## config.mk

```make
export PLATFORM = sky130hd
export DESIGN_NAME = windowed_rate_averager_core
export DESIGN_NICKNAME = d
export VERILOG_FILES = /design/src/rtl/wra_pkg.sv /design/src/rtl/wra_div.sv /design/src/rtl/wra_ring.sv /design/src/rtl/wra_seq.sv /design/src/rtl/windowed_rate_averager_core.sv
export VERILOG_INCLUDE_DIRS = /design/src /design/src/rtl
export SDC_FILE = /design/constraint.sdc
export NUM_CORES = 2
export LEC_CHECK = 0
export BUFFER_PORTS_ARGS = -buffer_cell sky130_fd_sc_hd__buf_2
export CORE_AREA = 2 2 386 771
export CTS_CLUSTER_DIAMETER = 40
export DETAILED_ROUTE_END_ITERATION = 8
export DIE_AREA = 0 0 388 773
export PLACE_DENSITY = 0.73
export SYNTH_ARGS = -nofsm -noshare
export SYNTH_HDL_FRONTEND = slang
export SYNTH_HIERARCHICAL = 1
export SYNTH_SLANG_ARGS = --single-unit
export TNS_END_PERCENT = 10
```

## constraint.sdc

```tcl
create_clock -name clk_i -period 10.4 [get_ports clk_i]
set_input_delay 1.56 -clock clk_i [delete_from_list [all_inputs] [get_ports clk_i]]
set_output_delay 1.56 -clock clk_i [all_outputs]
set_load 0.05 [all_outputs]
```

## src/rtl/windowed_rate_averager_core_defines.svh

```systemverilog
// Assertion macros shared by the windowed rate averager modules.
// Each macro expects clk_i and rst_ni in the scope where it is used.
`ifndef WINDOWED_RATE_AVERAGER_CORE_DEFINES_SVH
`define WINDOWED_RATE_AVERAGER_CORE_DEFINES_SVH

// Same-cycle implication, checked on every rising edge outside reset.
`define WRA_ASSERT_IMP(lbl, ante, cons) \
  lbl: assert property (@(posedge clk_i) disable iff (!rst_ni) (ante) |-> (cons)) \
    else $error("windowed_rate_averager_core: same-cycle check failed");

// Next-cycle implication, checked on every rising edge outside reset.
`define WRA_ASSERT_NXT(lbl, ante, cons) \
  lbl: assert property (@(posedge clk_i) disable iff (!rst_ni) (ante) |=> (cons)) \
    else $error("windowed_rate_averager_core: next-cycle check failed");

`endif

```

## src/rtl/wra_pkg.sv

```systemverilog
// Shared types, constants and the microcode table of the windowed rate averager.
// No dependencies; every other module file imports this package.
package wra_pkg;

  localparam int READ_W = 48;
  localparam int RATE_W = 49;
  localparam int AVG_W  = 40;
  localparam int IVL_W  = 12;
  // Wide enough for the largest window (1024) times 1000 and for the interval.
  localparam int DVS_W  = 20;
  localparam int STEP_W = 4;
  localparam int MS_DIV = 1000;

  localparam logic [IVL_W-1:0] IVL_RESET = 12'd20;

  localparam int SHORT_WINDOW_DEF = 3;
  localparam int MID_WINDOW_DEF   = 15;
  localparam int LONG_WINDOW_DEF  = 45;

  // Program addresses used as jump targets.
  localparam logic [STEP_W-1:0] STEP_IDLE      = 4'd0;
  localparam logic [STEP_W-1:0] STEP_RATE_WAIT = 4'd2;
  localparam logic [STEP_W-1:0] STEP_S_WAIT    = 4'd6;
  localparam logic [STEP_W-1:0] STEP_M_WAIT    = 4'd10;
  localparam logic [STEP_W-1:0] STEP_L_WAIT    = 4'd14;
  localparam logic [STEP_W-1:0] STEP_EMIT      = 4'd15;
  localparam logic [STEP_W-1:0] STEP_LAST      = 4'd15;

  typedef enum logic [2:0] {
    OP_ACCEPT,
    OP_RATE_DIV,
    OP_RATE_END,
    OP_RD_OLD,
    OP_UPDATE,
    OP_MEAN_DIV,
    OP_MEAN_END,
    OP_EMIT
  } wra_op_e;

  typedef enum logic [1:0] {
    WIN_SHORT,
    WIN_MID,
    WIN_LONG
  } wra_win_e;

  // Hold conditions: while true the step jumps to its target instead of executing.
  typedef enum logic [1:0] {
    C_NONE,
    C_IN,
    C_DIV,
    C_OUT
  } wra_cond_e;

  typedef struct packed {
    wra_op_e             op;
    wra_win_e            win;
    wra_cond_e           cond;
    logic [STEP_W-1:0]   target;
  } wra_uword_t;

  typedef struct packed {
    wra_op_e  op;
    wra_win_e win;
    logic     fire;
  } wra_seq_ctl_t;

  typedef struct packed {
    logic rd;
    logic upd;
  } wra_ring_ctl_t;

  // Microcode table: one control word per program step.
  function automatic wra_uword_t wra_rom(input logic [STEP_W-1:0] step);
    wra_uword_t uw;
    case (step)
      4'd0:    uw = '{OP_ACCEPT,   WIN_SHORT, C_IN,   STEP_IDLE};
      4'd1:    uw = '{OP_RATE_DIV, WIN_SHORT, C_NONE, STEP_IDLE};
      4'd2:    uw = '{OP_RATE_END, WIN_SHORT, C_DIV,  STEP_RATE_WAIT};
      4'd3:    uw = '{OP_RD_OLD,   WIN_SHORT, C_NONE, STEP_IDLE};
      4'd4:    uw = '{OP_UPDATE,   WIN_SHORT, C_NONE, STEP_IDLE};
      4'd5:    uw = '{OP_MEAN_DIV, WIN_SHORT, C_NONE, STEP_IDLE};
      4'd6:    uw = '{OP_MEAN_END, WIN_SHORT, C_DIV,  STEP_S_WAIT};
      4'd7:    uw = '{OP_RD_OLD,   WIN_MID,   C_NONE, STEP_IDLE};
      4'd8:    uw = '{OP_UPDATE,   WIN_MID,   C_NONE, STEP_IDLE};
      4'd9:    uw = '{OP_MEAN_DIV, WIN_MID,   C_NONE, STEP_IDLE};
      4'd10:   uw = '{OP_MEAN_END, WIN_MID,   C_DIV,  STEP_M_WAIT};
      4'd11:   uw = '{OP_RD_OLD,   WIN_LONG,  C_NONE, STEP_IDLE};
      4'd12:   uw = '{OP_UPDATE,   WIN_LONG,  C_NONE, STEP_IDLE};
      4'd13:   uw = '{OP_MEAN_DIV, WIN_LONG,  C_NONE, STEP_IDLE};
      4'd14:   uw = '{OP_MEAN_END, WIN_LONG,  C_DIV,  STEP_L_WAIT};
      4'd15:   uw = '{OP_EMIT,     WIN_SHORT, C_OUT,  STEP_EMIT};
      default: uw = '{OP_ACCEPT,   WIN_SHORT, C_IN,   STEP_IDLE};
    endcase
    return uw;
  endfunction

endpackage

```

## src/rtl/wra_div.sv

```systemverilog
// Shared signed-by-unsigned restoring divider, one quotient bit per cycle.
// Depends on wra_pkg and the assertion macro header.
`include "windowed_rate_averager_core_defines.svh"

module wra_div import wra_pkg::*; #(
  parameter int DIV_W = 55
) (
  input  logic                    clk_i,
  input  logic                    rst_ni,
  input  logic                    start_i,
  input  logic signed [DIV_W-1:0] dividend_i,
  input  logic [DVS_W-1:0]        divisor_i,
  output logic                    busy_o,
  output logic signed [DIV_W-1:0] quotient_o
);

  localparam int CW = $clog2(DIV_W + 1);

  logic             busy_q, busy_d;
  logic [CW-1:0]    cnt_q, cnt_d;
  logic [DIV_W-1:0] quo_q, quo_d;
  logic [DVS_W-1:0] rem_q, rem_d;
  logic [DVS_W-1:0] dvs_q, dvs_d;
  logic             neg_q, neg_d;
  logic [DIV_W-1:0] mag;
  logic [DVS_W:0]   trial;
  logic [DVS_W:0]   diff;
  logic             ge;

  // Magnitude of the dividend; the quotient takes the dividend's sign.
  assign mag = dividend_i[DIV_W-1] ? DIV_W'(-dividend_i) : DIV_W'(dividend_i);

  // One restoring step: shift in the next dividend bit and try the subtraction.
  assign trial = {rem_q, quo_q[DIV_W-1]};
  assign diff  = trial - {1'b0, dvs_q};
  assign ge    = trial >= {1'b0, dvs_q};

  always_comb begin
    busy_d = busy_q;
    cnt_d  = cnt_q;
    quo_d  = quo_q;
    rem_d  = rem_q;
    dvs_d  = dvs_q;
    neg_d  = neg_q;
    if (start_i) begin
      busy_d = 1'b1;
      cnt_d  = CW'(DIV_W);
      quo_d  = mag;
      rem_d  = '0;
      dvs_d  = divisor_i;
      neg_d  = dividend_i[DIV_W-1];
    end else if (busy_q) begin
      rem_d = ge ? diff[DVS_W-1:0] : trial[DVS_W-1:0];
      quo_d = {quo_q[DIV_W-2:0], ge};
      cnt_d = cnt_q - 1'b1;
      if (cnt_q == CW'(1)) begin
        busy_d = 1'b0;
      end
    end
  end

  // Control state.
  always_ff @(posedge clk_i or negedge rst_ni) begin
    if (!rst_ni) begin
      busy_q <= 1'b0;
      cnt_q  <= '0;
    end else begin
      busy_q <= busy_d;
      cnt_q  <= cnt_d;
    end
  end

  // Working registers.
  always_ff @(posedge clk_i) begin
    quo_q <= quo_d;
    rem_q <= rem_d;
    dvs_q <= dvs_d;
    neg_q <= neg_d;
  end

  assign busy_o     = busy_q;
  assign quotient_o = neg_q ? -signed'(quo_q) : signed'(quo_q);

  `WRA_ASSERT_IMP(a_div_start_when_idle, start_i, !busy_q)
  `WRA_ASSERT_NXT(a_div_ends_on_count, busy_q && (cnt_q == CW'(1)) && !start_i, !busy_q)

endmodule

```

## src/rtl/wra_ring.sv

```systemverilog
// One averaging window: circular rate memory, running sum, fill count and write slot.
// Depends on wra_pkg and the assertion macro header.
`include "windowed_rate_averager_core_defines.svh"

module wra_ring import wra_pkg::*; #(
  parameter int WIN   = SHORT_WINDOW_DEF,
  parameter int SUM_W = RATE_W + $clog2(SHORT_WINDOW_DEF + 1)
) (
  input  logic                       clk_i,
  input  logic                       rst_ni,
  input  wra_ring_ctl_t              ctl_i,
  input  logic signed [RATE_W-1:0]   rate_i,
  output logic signed [SUM_W-1:0]    sum_o,
  output logic [$clog2(WIN+1)-1:0]   fill_o
);

  localparam int FW = $clog2(WIN + 1);
  localparam int PW = (WIN > 1) ? $clog2(WIN) : 1;

  logic signed [RATE_W-1:0] ring_mem [WIN];
  logic signed [RATE_W-1:0] old_q;
  logic signed [SUM_W-1:0]  sum_q, sum_d;
  logic signed [SUM_W-1:0]  old_ext;
  logic [FW-1:0]            fill_q, fill_d;
  logic [PW-1:0]            pos_q, pos_d;
  logic                     full;

  // Ring memory: the oldest entry is read in the step before the slot is overwritten.
  always_ff @(posedge clk_i) begin
    if (ctl_i.rd) begin
      old_q <= ring_mem[pos_q];
    end
    if (ctl_i.upd) begin
      ring_mem[pos_q] <= rate_i;
    end
  end

  // Once the window is full the leaving entry comes off the sum.
  assign full    = fill_q == FW'(WIN);
  assign old_ext = full ? SUM_W'(old_q) : SUM_W'(0);

  always_comb begin
    sum_d  = sum_q;
    fill_d = fill_q;
    pos_d  = pos_q;
    if (ctl_i.upd) begin
      sum_d  = sum_q - old_ext + SUM_W'(rate_i);
      fill_d = full ? fill_q : fill_q + 1'b1;
      pos_d  = (pos_q == PW'(WIN - 1)) ? '0 : pos_q + 1'b1;
    end
  end

  always_ff @(posedge clk_i or negedge rst_ni) begin
    if (!rst_ni) begin
      sum_q  <= '0;
      fill_q <= '0;
      pos_q  <= '0;
    end else begin
      sum_q  <= sum_d;
      fill_q <= fill_d;
      pos_q  <= pos_d;
    end
  end

  assign sum_o  = sum_q;
  assign fill_o = fill_q;

  `WRA_ASSERT_IMP(a_ring_fill_bounded, 1'b1, (fill_q <= FW'(WIN)) && (pos_q <= PW'(WIN - 1)))

endmodule

```

## src/rtl/wra_seq.sv

```systemverilog
// Microcode sequencer: step counter, control word lookup and conditional jumps.
// Depends on wra_pkg (program table) and the assertion macro header.
`include "windowed_rate_averager_core_defines.svh"

module wra_seq import wra_pkg::*; (
  input  logic         clk_i,
  input  logic         rst_ni,
  input  logic         in_valid_i,
  input  logic         div_busy_i,
  input  logic         out_hold_i,
  output wra_seq_ctl_t ctl_o
);

  logic [STEP_W-1:0] step_q, step_d;
  wra_uword_t        uw;
  logic              hold;

  assign uw = wra_rom(step_q);

  // A step holds on its condition and jumps to its target; otherwise it executes.
  always_comb begin
    case (uw.cond)
      C_NONE:  hold = 1'b0;
      C_IN:    hold = !in_valid_i;
      C_DIV:   hold = div_busy_i;
      C_OUT:   hold = out_hold_i;
      default: hold = 1'b0;
    endcase
    if (hold) begin
      step_d = uw.target;
    end else if (step_q == STEP_LAST) begin
      step_d = STEP_IDLE;
    end else begin
      step_d = step_q + 1'b1;
    end
  end

  always_ff @(posedge clk_i or negedge rst_ni) begin
    if (!rst_ni) begin
      step_q <= STEP_IDLE;
    end else begin
      step_q <= step_d;
    end
  end

  assign ctl_o.op   = uw.op;
  assign ctl_o.win  = uw.win;
  assign ctl_o.fire = !hold;

  `WRA_ASSERT_NXT(a_seq_start_then_wait, ctl_o.fire && ((ctl_o.op == OP_RATE_DIV) || (ctl_o.op == OP_MEAN_DIV)), div_busy_i && (uw.cond == C_DIV))

endmodule

```

## src/rtl/windowed_rate_averager_core.sv

```systemverilog
// Top level of the windowed rate averager: ports, rate datapath, output register.
// Depends on wra_pkg, wra_seq, wra_div, wra_ring and the assertion macro header.
//
//  Channel   Direction  Beat contents (lowest bit first)
//  s_axis    in         tdata: usage_reading[47:0]
//  m_axis    out        tdata: short_average, mid_average, long_average (40 bits each)
//  cfg       in         data: interval_seconds[11:0]
//
// A beat is accepted only at the idle step, and the next beat waits until the program
// has run through; the shared bit-serial divider runs four divisions per beat, and DIV_W
// is the widest window sum width (55 bits with 3/15/45 windows).
// Reset is asynchronous and active low; windows start empty and the interval is 20.
// A result waits in the output register while the next beat is accepted and worked on;
// only the final emit step stalls on a full output register.
`include "windowed_rate_averager_core_defines.svh"

module windowed_rate_averager_core import wra_pkg::*; #(
  parameter int SHORT_WINDOW = SHORT_WINDOW_DEF,
  parameter int MID_WINDOW   = MID_WINDOW_DEF,
  parameter int LONG_WINDOW  = LONG_WINDOW_DEF
) (
  input  logic                 clk_i,
  input  logic                 rst_ni,
  // usage_reading[47:0]
  input  logic [47:0]          s_axis_tdata_i,
  input  logic                 s_axis_tvalid_i,
  output logic                 s_axis_tready_o,
  // short_average[39:0], mid_average[79:40], long_average[119:80]
  output logic [119:0]         m_axis_tdata_o,
  output logic                 m_axis_tvalid_o,
  input  logic                 m_axis_tready_i,
  input  logic [IVL_W-1:0]     cfg_data_i,
  input  logic                 cfg_valid_i,
  output logic                 cfg_ready_o
);

  localparam int S_SUM_W = RATE_W + $clog2(SHORT_WINDOW + 1);
  localparam int M_SUM_W = RATE_W + $clog2(MID_WINDOW + 1);
  localparam int L_SUM_W = RATE_W + $clog2(LONG_WINDOW + 1);
  localparam int SM_W    = (S_SUM_W > M_SUM_W) ? S_SUM_W : M_SUM_W;
  localparam int DIV_W   = (SM_W > L_SUM_W) ? SM_W : L_SUM_W;
  localparam int S_FW    = $clog2(SHORT_WINDOW + 1);
  localparam int M_FW    = $clog2(MID_WINDOW + 1);
  localparam int L_FW    = $clog2(LONG_WINDOW + 1);

  wra_seq_ctl_t             ctl;
  wra_ring_ctl_t            s_ctl, m_ctl, l_ctl;
  logic                     div_start;
  logic                     div_busy;
  logic signed [DIV_W-1:0]  div_dividend;
  logic [DVS_W-1:0]         div_divisor;
  logic signed [DIV_W-1:0]  div_quot;
  logic signed [S_SUM_W-1:0] s_sum;
  logic signed [M_SUM_W-1:0] m_sum;
  logic signed [L_SUM_W-1:0] l_sum;
  logic [S_FW-1:0]          s_fill;
  logic [M_FW-1:0]          m_fill;
  logic [L_FW-1:0]          l_fill;
  logic [DVS_W-1:0]         fill_sel;
  logic signed [DIV_W-1:0]  sum_sel;
  logic                     in_accept;
  logic                     out_hold;

  logic [IVL_W-1:0]         ivl_q;
  logic [READ_W-1:0]        prev_q;
  logic                     prev_zero_q;
  logic signed [RATE_W-1:0] delta_q;
  logic signed [RATE_W-1:0] rate_q;
  logic signed [AVG_W-1:0]  s_avg_q, m_avg_q, l_avg_q;
  logic [119:0]             out_data_q;
  logic                     out_valid_q;

  // Sequencer.
  assign out_hold = out_valid_q && !m_axis_tready_i;

  wra_seq u_seq (
    .clk_i      (clk_i),
    .rst_ni     (rst_ni),
    .in_valid_i (s_axis_tvalid_i),
    .div_busy_i (div_busy),
    .out_hold_i (out_hold),
    .ctl_o      (ctl)
  );

  assign s_axis_tready_o = ctl.op == OP_ACCEPT;
  assign in_accept       = s_axis_tvalid_i && s_axis_tready_o;
  assign cfg_ready_o     = 1'b1;

  // Per-window strobes decoded from the control word.
  always_comb begin
    s_ctl = '0;
    m_ctl = '0;
    l_ctl = '0;
    case (ctl.win)
      WIN_SHORT: begin
        s_ctl.rd  = ctl.fire && (ctl.op == OP_RD_OLD);
        s_ctl.upd = ctl.fire && (ctl.op == OP_UPDATE);
      end
      WIN_MID: begin
        m_ctl.rd  = ctl.fire && (ctl.op == OP_RD_OLD);
        m_ctl.upd = ctl.fire && (ctl.op == OP_UPDATE);
      end
      WIN_LONG: begin
        l_ctl.rd  = ctl.fire && (ctl.op == OP_RD_OLD);
        l_ctl.upd = ctl.fire && (ctl.op == OP_UPDATE);
      end
      default: begin
        s_ctl = '0;
      end
    endcase
  end

  wra_ring #(.WIN(SHORT_WINDOW), .SUM_W(S_SUM_W)) u_ring_short (
    .clk_i (clk_i), .rst_ni (rst_ni), .ctl_i (s_ctl), .rate_i (rate_q),
    .sum_o (s_sum), .fill_o (s_fill)
  );

  wra_ring #(.WIN(MID_WINDOW), .SUM_W(M_SUM_W)) u_ring_mid (
    .clk_i (clk_i), .rst_ni (rst_ni), .ctl_i (m_ctl), .rate_i (rate_q),
    .sum_o (m_sum), .fill_o (m_fill)
  );

  wra_ring #(.WIN(LONG_WINDOW), .SUM_W(L_SUM_W)) u_ring_long (
    .clk_i (clk_i), .rst_ni (rst_ni), .ctl_i (l_ctl), .rate_i (rate_q),
    .sum_o (l_sum), .fill_o (l_fill)
  );

  // Divider operands. The mean and the division by 1000 fold into one division by
  // fill * 1000, which truncates the same way as the two steps in turn.
  always_comb begin
    case (ctl.win)
      WIN_SHORT: begin
        fill_sel = DVS_W'(s_fill);
        sum_sel  = DIV_W'(s_sum);
      end
      WIN_MID: begin
        fill_sel = DVS_W'(m_fill);
        sum_sel  = DIV_W'(m_sum);
      end
      WIN_LONG: begin
        fill_sel = DVS_W'(l_fill);
        sum_sel  = DIV_W'(l_sum);
      end
      default: begin
        fill_sel = DVS_W'(s_fill);
        sum_sel  = DIV_W'(s_sum);
      end
    endcase
    if (ctl.op == OP_RATE_DIV) begin
      div_dividend = DIV_W'(delta_q);
      div_divisor  = (ivl_q == '0) ? DVS_W'(1) : DVS_W'(ivl_q);
    end else begin
      div_dividend = sum_sel;
      div_divisor  = DVS_W'(fill_sel * DVS_W'(MS_DIV));
    end
  end

  assign div_start = ctl.fire && ((ctl.op == OP_RATE_DIV) || (ctl.op == OP_MEAN_DIV));

  wra_div #(.DIV_W(DIV_W)) u_div (
    .clk_i      (clk_i),
    .rst_ni     (rst_ni),
    .start_i    (div_start),
    .dividend_i (div_dividend),
    .divisor_i  (div_divisor),
    .busy_o     (div_busy),
    .quotient_o (div_quot)
  );

  // Control state: interval register, previous reading and output valid.
  always_ff @(posedge clk_i or negedge rst_ni) begin
    if (!rst_ni) begin
      ivl_q       <= IVL_RESET;
      prev_q      <= '0;
      prev_zero_q <= 1'b1;
      out_valid_q <= 1'b0;
    end else begin
      if (cfg_valid_i) begin
        ivl_q <= cfg_data_i;
      end
      if (in_accept) begin
        prev_q      <= s_axis_tdata_i;
        prev_zero_q <= prev_q == '0;
      end
      if (ctl.fire && (ctl.op == OP_EMIT)) begin
        out_valid_q <= 1'b1;
      end else if (m_axis_tready_i) begin
        out_valid_q <= 1'b0;
      end
    end
  end

  // Datapath registers: delta, rate, per-window averages and the output beat.
  always_ff @(posedge clk_i) begin
    if (in_accept) begin
      delta_q <= signed'({1'b0, s_axis_tdata_i}) - signed'({1'b0, prev_q});
    end
    if (ctl.fire && (ctl.op == OP_RATE_END)) begin
      rate_q <= prev_zero_q ? '0 : div_quot[RATE_W-1:0];
    end
    if (ctl.fire && (ctl.op == OP_MEAN_END)) begin
      case (ctl.win)
        WIN_SHORT: s_avg_q <= div_quot[AVG_W-1:0];
        WIN_MID:   m_avg_q <= div_quot[AVG_W-1:0];
        WIN_LONG:  l_avg_q <= div_quot[AVG_W-1:0];
        default:   s_avg_q <= div_quot[AVG_W-1:0];
      endcase
    end
    if (ctl.fire && (ctl.op == OP_EMIT)) begin
      out_data_q <= {l_avg_q, m_avg_q, s_avg_q};
    end
  end

  assign m_axis_tdata_o  = out_data_q;
  assign m_axis_tvalid_o = out_valid_q;

  `WRA_ASSERT_IMP(a_top_idle_divider, s_axis_tready_o, !div_busy)
  `WRA_ASSERT_NXT(a_top_emit_shows, ctl.fire && (ctl.op == OP_EMIT), m_axis_tvalid_o)

endmodule
```

### Yosys cells after proc, flatten, opt, wreduce, memory -nomap -nowiden

Memories as Yosys holds them, arrays and structs flattened. A register that Yosys moved wholly into a read port is not among the register bits.
Cells that the tools add are included.

| cells by class | value |
|---|---|
| $lt $le $gt $ge | 1 |
| reduce and logical (&&, ||, !) cells | 27 |
| multiply operators | 1 |
| add/sub/neg operators | 18 |
| mux-type cells | 35 |
| bitwise operators | 5 |
| eq/ne operators | 20 |

Operators by type and width:

| operator | count |
|---|---|
| $mux W55 | 5 |
| $pmux W55 S2 | 1 |
| $add A55 B49 Y55 | 1 |
| $neg A55 Y55 | 1 |
| $sub A55 B55 Y55 | 1 |
| $add A53 B49 Y53 | 1 |
| $mux W53 | 1 |
| $sub A53 B53 Y53 | 1 |
| $add A51 B49 Y51 | 1 |
| $mux W51 | 1 |
| $sub A51 B51 Y51 | 1 |
| $mux W49 | 1 |
| $neg A49 Y49 | 1 |
| $sub A48 B48 Y49 | 1 |
| $logic_not A48 Y1 | 1 |
| $mux W20 | 2 |
| $ge A21 B20 Y1 | 1 |
| $mul A20 B7 Y17 const B | 1 |
| $sub A20 B20 Y20 | 1 |
| $mux W6 | 3 |
| $add A4 B1 Y4 const B | 3 |
| $add A6 B1 Y6 const B | 2 |
| $eq A3 B3 Y1 const B | 4 |
| $eq A4 B4 Y1 const B | 3 |
| 24 further kinds | 68 |

| word-level totals | value |
|---|---|
| output and inout bits | 123 |
| memory bits (writable) | 3,087 |
| register bits | 690 |
| logic and storage cells | 139 |
| memories | 4 |
| bits in read-only memories | 176 |

Memories:

| memory | depth | bits a word | read ports | clocked after memory_dff | wr ports | RTL line | source |
|---|---|---|---|---|---|---|---|
| u_ring_long.ring_mem | 45 | 49 | 1 | 1 | 1 | wra_ring.sv:20 | `logic signed [RATE_W-1:0] ring_mem [WIN];` |
| u_ring_mid.ring_mem | 15 | 49 | 1 | 1 | 1 | wra_ring.sv:20 |  |
| (name not given) | 16 | 11 | 1 | 0 | 0 | wra_pkg.sv:75 | `case (step)` |
| u_ring_short.ring_mem | 3 | 49 | 1 | 1 | 1 | wra_ring.sv:20 |  |

### Longest topological paths before layout

| logic depth | value |
|---|---|
| word-level depth | 8 |
| gate-level depth with buffers | 26 |
| depth with buffers taken out | 25 |

### By module

The synthesis kept the hierarchy.

By module, submodules not included:

| module | sequential area each (um2) | area an instance (um2) | times used | cells each |
|---|---|---|---|---|
| wra_ring at u_ring_long | 69,361.5 | 89,943.8 | 1 | 5,510 |
| wra_ring at u_ring_mid | 25,069.0 | 36,706.5 | 1 | 2,169 |
| windowed_rate_averager_core | 11,705.0 | 18,497.7 | 1 | 1,522 |
| wra_ring at u_ring_short | 7,262.0 | 14,104.8 | 1 | 1,272 |
| wra_div | 2,857.7 | 7,457.2 | 1 | 833 |
| wra_seq | 100.1 | 515.5 | 1 | 61 |

### Worst setup path before layout

OpenSTA, ideal clock, no wires.

| path | value |
|---|---|
| kind | input to register |
| start point | input port m_axis_tready_i |
| end point | register out_valid_q (netlist: m_axis_tvalid_o) |
| setup time | 0.095 ns |
| slack | 2.574 ns |
| required time | 10.305 ns |
| stages on the path | 7 |
| arrival | 7.732 ns |
| path buffers | 0 |
| path through | nor2b_1 -> o21ai_1 -> a21boi_1 -> nor2b_1 -> nand2_1 -> nor2_1 -> or2_2 |

RTL lines:

| what | RTL line | source |
|---|---|---|
| start: declaration | windowed_rate_averager_core.sv:31 | `input logic m_axis_tready_i,` |
| end signal: assignment | windowed_rate_averager_core.sv:176 | `out_valid_q <= 1'b0;` |
| end signal: assignment | windowed_rate_averager_core.sv:186 | `out_valid_q <= 1'b1;` |
| end signal: assignment | windowed_rate_averager_core.sv:188 | `out_valid_q <= 1'b0;` |
| end: declaration | windowed_rate_averager_core.sv:71 | `logic out_valid_q;` |

==> impl_metrics.tcl <==
set metrics [dict create \
    io_buffers 186 \
    rsz0062_at_grt "no" \
    hp-class "reg2reg" \
    clock-root-buffer "clkbuf_16" \
    switching_share_pct 41.09 \
    max_slew_margin_pct -7.777 \
    drt_iter0_drc 11371 \
    p_leak_nw 62.56 \
    violations "max-capacitance violations, max-slew violations" \
    ctsResizeCount 0 \
    period_minus_slack_ns 6.612 \
    initial_core_util_pct 56.78 \
    grt_usage_pct 33.60 \
    die_x_um 388 \
    fin_util_pct 62.71 \
    vias_per_cell 6.569 \
    worst_pin_slew_ns 1.602 \
    cts_buffer_depth 4 \
    status "finished, violations left" \
    required_ns 11.02 \
    period_share_pct 63.58 \
    netlist_area_um2 167100 \
    finClkSkew_ns 0.09153 \
    grt_pass1_vias 103645 \
    syn_area_per_cell_um2 14.72 \
    cts_buffers 357 \
    maxCapViolations 1 \
    pwr-share-seq_pct 36.2 \
    cp_data_arrival_time_ns 7.23 \
    wl_um 510800 \
    cts_hold_buf 0 \
    insertion_delay_ns 0.94 \
    finalSetupViolCount 0 \
    finalPower_mw 61.19 \
    endpoint_kind "register" \
    dp_cells 15003 \
    power_frac_clock_pct 21.7 \
    nFillCells 20961 \
    syn_inst 11351 \
    cts_setup_buffers 0 \
    fin_nets 12033 \
    ios 188 \
    internal_power_mw 36.05 \
    start_kind "register" \
    core_um2 294300 \
    fmax_mhz 151.2 \
    area_growth_pct 10.44 \
    grt-ovfl-total 0 \
    antenna_found_initial 44 \
    timing.setup.tns_ns 0 \
    switchingPower_mw 25.14 \
    clk_transition_reported_paths_ns 0.07 \
    drive_above_1_share_pct 11.95 \
    crit_fanout 84 \
    fin_hold_ws_ns 0.4155 \
    cellPowerDensity_nw_per_um2 331.6 \
    slew_viol_final 2 \
    htreeDepth 5 \
    drc 0 \
    multi_input_area_um2 45700 \
    rows 282 \
    die_area_um2 299900 \
    die_h_um 773 \
    cts_num_sinks 3924 \
    vias 103067 \
    dr.pass1.iters 8 \
    final_common_cell "edfxtp_1" \
    critical_path_class "reg2reg" \
    final_cell_mix "3648 x edfxtp_1, 813 x nand2_1, 782 x inv_1, 582 x o21ai_0, 515 x a21oi_1" \
    gp_congestion 1.043 \
    peakVddDrop_mv 0.3634 \
    antenna_left 0 \
    final_cells 15689 \
    combPwrFrac_pct 42.1 \
    hold_viol_final 0 \
    cts_tree "done" \
    drt-wirelength-per-cell_um 32.56 \
    grt_max_degree 178 \
    grt_pass1_wl_um 721100 \
    ff_latch_area_um2 116400 \
    ys_warn_count 6 \
    hpwl_um 315200 \
]
## routing by layer
metal  part of all wire, %  GRT usage [%]  vias to the layer above
met5                0.0067              0                        -
met4                   9.7          27.38                        6
met3                   8.5          6.433                     1542
met2                    51          58.18                     6024
met1                    31          35.57                    51826
li1                      -              -                    43669
## area by class of cell
type	instances	share of cell area [%]
Antenna cell	35	0.04746
Clock buffer	417	5.070
Clock inverter	234	1.277
Inverter	786	1.599
Multi-Input combinational cell	6032	24.76
Sequential cell	3924	63.07
Tap cell	3834	2.600
Timing Repair Buffer	427	1.572
## power by group through the flow
stage,Combinational [mW],Clock (mW),Sequential [mW]
3_5_place_dp,25.1,0,22.4
3_3_place_gp,24.8,0,22.4
6_report,25.8,13.3,22.2
4_1_cts,25.3,13.4,22.1
5_1_grt,27.7,13.9,22.2
2_1_floorplan,16.2,0,22.5
## critical path, cell delays in order, from the launching register on
cell,delay [ns]
dfrtp_1,0.65
ha_1,0.29
inv_1,0.05
maj3_1,0.49
nor3b_2,0.26
buf_4,0.37
buf_4,0.65
o21ai_0,0.36
nor3_1,0.54
nand4_1,0.50
nor3_1,0.62
nand4_1,0.61
o31ai_1,0.56
xor2_1,0.21
a21oi_1,0.13
## path summary, 6_finish.rpt
check,start,endpoint,slack (ns),cells past startpoint
max,u_seq/step_q[1],u_div/quo_q[51],3.79,14
min,l_avg_q[7],m_axis_tdata_o[87],0.42,0
max reg2reg,u_seq/step_q[1],u_div/quo_q[51],3.79,14
min reg2reg,l_avg_q[7],m_axis_tdata_o[87],0.42,0
max in group asynchronous,rst_ni,u_ring_short/pos_q[1],7.58,3
min in group asynchronous,rst_ni,u_ring_mid/sum_o[24],0.64,1
## registers in the layout, indices dropped and copies added, names as in the netlist, 49 cells and up
name	cells
u_ring_mid/ring_mem	735
u_ring_short/sum_o	51
u_ring_mid/old_q	49
rate_q	49
u_ring_long/sum_o	55
delta_q	49
m_axis_tdata_o	120
u_ring_long/old_q	49
u_ring_mid/sum_o	53
u_ring_long/ring_mem	2205
u_ring_short/ring_mem	147
u_div/quo_q	55
u_ring_short/old_q	49
## per-stage QoR
| stage | cell area, um^2 | setup WS (ns) |
|---|---|---|
| 3_5_place_dp | 172700 | 4.059 |
| 4_1_cts | 184400 | 3.986 |
| 3_3_place_gp | 172700 | 3.815 |
| 5_1_grt | 184500 | 3.367 |
| 2_1_floorplan | 167100 | 2.574 |
| 6_report | 184500 | 3.788 |
No activity file was read; power rests on OpenSTA's default activity.
